**src/hdl/irqslm_pkg.sv**
```systemverilog
package irqslm_pkg;

    // command codes
    localparam logic [1:0] CMD_SET_LEVEL = 2'd0;
    localparam logic [1:0] CMD_REQUEST   = 2'd1;
    localparam logic [1:0] CMD_FREE      = 2'd2;

    // status codes
    localparam logic [1:0] ST_DONE    = 2'd0;
    localparam logic [1:0] ST_NO_FREE = 2'd1;
    localparam logic [1:0] ST_IGNORED = 2'd2;

    // chip select codes
    localparam logic CHIP_PIC    = 1'b0;
    localparam logic CHIP_IOAPIC = 1'b1;

    // pin store control for one item
    typedef struct packed {
        logic       set_en;   // update the addressed pin word
        logic       clr_en;   // clear the source bit on every pin
        logic       chip;
        logic [4:0] pin;
        logic       level;
    } t_pin_req;

    // allocator control for one item
    typedef struct packed {
        logic grant_en;
        logic free_en;
    } t_alloc_req;

endpackage

```
**src/hdl/irqslm_alloc.sv**
```systemverilog
module irqslm_alloc #(
    parameter int NUM_SOURCES = 64
) (
    input  logic                      i_clk,
    input  logic                      i_rst_n,
    input  irqslm_pkg::t_alloc_req    i_req,
    input  logic [NUM_SOURCES-1:0]    i_src_mask,
    output logic                      o_found,
    output logic [5:0]                o_free_id
);

    logic [NUM_SOURCES-1:0] r_map;
    logic [NUM_SOURCES-1:0] n_map;
    logic [NUM_SOURCES-1:0] grant_mask;

    // lowest clear bit: scan downward so the lowest hit wins
    always_comb begin
        o_found   = 1'b0;
        o_free_id = '0;
        for (int i = NUM_SOURCES - 1; i >= 0; i--) begin
            if (!r_map[i]) begin
                o_found   = 1'b1;
                o_free_id = 6'(i);
            end
        end
    end

    assign grant_mask = NUM_SOURCES'(1) << o_free_id;

    always_comb begin
        n_map = r_map;
        if (i_req.grant_en) begin
            n_map = r_map | grant_mask;
        end else if (i_req.free_en) begin
            n_map = r_map & ~i_src_mask;
        end
    end

    always_ff @(posedge i_clk) begin
        if (!i_rst_n) begin
            r_map <= NUM_SOURCES'(1);
        end else begin
            r_map <= n_map;
        end
    end

    a_reserved_held: assert property (@(posedge i_clk) disable iff (!i_rst_n)
        r_map[0])
        else $error("reserved source id lost its allocation");

    a_grant_marks: assert property (@(posedge i_clk) disable iff (!i_rst_n)
        i_req.grant_en |=> (r_map & $past(grant_mask)) != '0)
        else $error("granted id not marked allocated");

endmodule

```
**config.mk**
```make
export PLATFORM = sky130hd
export DESIGN_NAME = irqslm_alloc
export DESIGN_NICKNAME = d
export VERILOG_FILES = /design/src/hdl/irqslm_pkg.sv /design/src/hdl/irqslm_alloc.sv
export SDC_FILE = /design/constraint.sdc
export NUM_CORES = 1
export LEC_CHECK = 0
export ABC_AREA = 1
export BUFFER_PORTS_ARGS = -buffer_cell sky130_fd_sc_hd__buf_2
export CORE_MARGIN = 2
export CORE_UTILIZATION = 35
export CTS_CLUSTER_DIAMETER = 80
export DETAILED_ROUTE_END_ITERATION = 8
export GPL_TIMING_DRIVEN = 0
export MAX_ROUTING_LAYER = met4
export PLACE_DENSITY = 0.61
export SYNTH_ARGS = -nofsm -noshare
export SYNTH_HDL_FRONTEND = slang
export SYNTH_SLANG_ARGS = --single-unit
export TNS_END_PERCENT = 50
```
**constraint.sdc**
```tcl
create_clock -name i_clk -period 7.2 [get_ports i_clk]
set_clock_uncertainty 0.1 [all_clocks]
set_input_delay 1.08 -clock i_clk [delete_from_list [all_inputs] [get_ports i_clk]]
set_output_delay 1.08 -clock i_clk [all_outputs]
set_load 0.02 [all_outputs]
```
==> metrics <==
status=finished clean; row cnt=37; Post-CTS Repair Setup Buffers=0; post-synthesis mux area share=0%; Post-Synthesis Cells=616; XOR/XNOR Fraction of Synth Area=0%; # setup viols final=0; vias per cell=a little under 5; NetSw=0.197 mW; switching share of power=26.1%; Crit. End Element=primary output; clock buffer depth=2; Detail Route Antenna Nets=0; CTS buffer count=9; dominant synthesized flop cell=dfxtp_1; Slew Limit Fails=0; fin nets=768; First-pass DRT Iterations=5; Syn Std Cell Area=0.00377 sq mm; vias in the first global route=just under 4000; most frequent CP cell=nand2_1; adder-cell share of the synthesized area=0%; Gate power share=10.2%; sequential area share after synthesis=34.0%; Layout area overhead=19.6%; largest fanout on the critical path=3; initial core utilization=36.2%; met1 global-route usage=between 20% and 30%; arrival time of the worst setup path=4.20 ns; Max Cap Viol=0; top-count cell post-synth=nand2_1; synth top area cells=dfxtp_1 34%, nand2_1 17%, nand3_1 9.2%, o21ai_0 8.6%, inv_1 7.0%; CTS tree=built; pre-CTS setup slack=2.19 ns; DIE HEIGHT=between 100 and 150 um; worst stage delay on the critical path=0.35 ns; Slew @ Worst Pin=between 0.8 and 0.9 ns; asr flop ratio synth=0%; most used routing layer=met2; Final Cycle Share=74.7%; DR vias=about 4100; clock root buffer=clkbuf_8; antenna fix cells=0; Post-CTS Resized=0; DRC viols=0; Max VDD drop=0.0000764 V; largest registers=r_map x64; gr usage total=21.4%; Final WS setup=1.82 ns; Die Wd=between 100 and 150 um; GPL Wtd Cong=0.865; dpl hpwl=8900 um; met2 usage=33.4%; number of antenna violations at the first check in global routing=0; max reg flops=64; first-pass GRT wire length=18400 um; Yosys cell types=24; gr ovfl total=0; pin count of the biggest net entering global routing=11; H-tree levels=3; critical path's slowest cell=dfxtp_1; core region area=0.0104 sq mm; share of cells above drive strength 1=18.6%; net count after synthesis=684; Max-slew headroom=43.0%; Clock transition at path regs=approximately 0.07 ns; pwr dens=167 mW/mm^2; Required @ worst endpoint=roughly 6 ns; setup TNS=0 ns; Most flops, register=r_map; Worst Setup Start Kind=flip-flop; critical path class=reg -> out; PortBufs=73; clock power share=a little over two fifths; I/O pins=75; Worst-Skew Late Latency=0.36 ns; EDFF count, synth=0; mean area per synthesized cell=between 6 and 7 sq um; Synth top cells by count=174 x nand2_1, 70 x inv_1, 69 x nand3_1; count of warnings emitted by yosys=0; RSZ-0062 raised after global routing=false; Pleak=1.51 nW; Pint=0.555 mW; WL final=approximately 12000 um; #FFs+latches synth=64; complex-gate fraction of the synthesized area=19.6%; hold_buf cts=0; DIE AREA=0.0116 sq mm; Worst R2R Setup Slack=2.65 ns; dominant cell type by area after synthesis=dfxtp_1; Reg power frac=a little under half; Fin. Hold Viols=0; post-synth top area share=34.0%; Max Freq=186 MHz; largest family of logic cells by synthesized area=simple AND/OR/NAND/NOR gates; Simple-Gate Fraction of Synth Area=36.4%; Iteration-0 DRC Markers=between 200 and 300; met3 GRT Util=between 3 and 4%; clk sink count=64; min-delay worst type=reg -> reg; Tmin final=5.38 ns; WL per Instance=13.7 um
## cell families after synthesis
kind of cell | after synthesis
flip-flops | 64
AO/OA/AOI/OAI | 136
AND/OR/NAND/NOR | 319
buffers and inverters | 97
## layer usage
metal,wire [um],vias to the layer above
met5,0,-
met1,5360,1818
met2,5230,126
met4,225,0
li1,-,2160
met3,722,19
## final timing paths
check                                             from                     end  cells after the start
worst max-delay path            r_map[63]$_SDFFE_PN0P_            o_free_id[0]                     66
worst min-delay path            r_map[63]$_SDFFE_PN0P_  r_map[63]$_SDFFE_PN0P_                      2
worst max register to register  r_map[62]$_SDFFE_PN0P_   r_map[7]$_SDFFE_PN0P_                     64
worst min register to register  r_map[63]$_SDFFE_PN0P_  r_map[63]$_SDFFE_PN0P_                      2
## critical path, delay by kind of cell, from the launching register on
kind                   cells  cell delay (ns)
DFF                        1             0.35
and+or+nand+nor           63             3.22
buffers and inverters      3             0.24
## area by class of cell
| cell class | instances | area, sq um |
|---|---|---|
| Inverter | 72 | 270 |
| Clock inverter | 2 | 10.0 |
| Timing Repair Buffer | 73 | 365 |
| Multi-Input combinational cell | 455 | 2110 |
| Clock buffer | 14 | 193 |
| Buffer | 25 | 109 |
| Tap cell | 136 | 170 |
| Sequential cell | 64 | 1280 |
| Fill cell | 1136 | 5910 |
## placed cells by master, fill, tap and decap left out, types with 2 or more instances in the layout
master | Yosys | routed
a21oi_1 | 51 | 51
a21oi_2 | 13 | 13
a31oi_1 | 4 | 4
buf_2 | 12 | 85
clkbuf_1 | 12 | 12
clkbuf_8 | 0 | 14
clkinv_2 | 0 | 2
dfxtp_1 | 64 | 64
inv_1 | 70 | 70
nand2_1 | 174 | 174
nand2_4 | 3 | 3
nand3_1 | 69 | 69
nand3_2 | 2 | 2
nand4_1 | 2 | 2
nand4_2 | 2 | 2
nor2_1 | 52 | 52
nor2_2 | 8 | 8
nor3_1 | 5 | 5
o21ai_0 | 65 | 65
o21bai_1 | 2 | 2
## power groups by stage
stage | combinational [mW] | sequential [mW] | clock (mW)
floorplan | 0.0440 | 0.365 | 0
finish | 0.0764 | 0.357 | 0.318
CTS | 0.0767 | 0.357 | 0.322
global route | 0.0875 | 0.357 | 0.340
global placement | 0.0751 | 0.365 | 0
detailed placement | 0.0762 | 0.365 | 0
## through the flow
stage | total power, mW | cell area [sq um] | cells | hold WS (ns) | util, %
final | 0.752 | 4510 | 841 | 0.379 | 43.3
after global routing | 0.785 | 4510 | 841 | 0.408 | 43.3
after floorplan | 0.409 | 3770 | 616 | 0.346 | -
after CTS | 0.756 | 4510 | 841 | 0.383 | 43.3
after global placement | 0.440 | 4310 | 825 | 0.358 | 41.4
after detailed placement | 0.442 | 4310 | 825 | 0.371 | 41.4
Note: power is estimated with default switching activity, not from simulation.
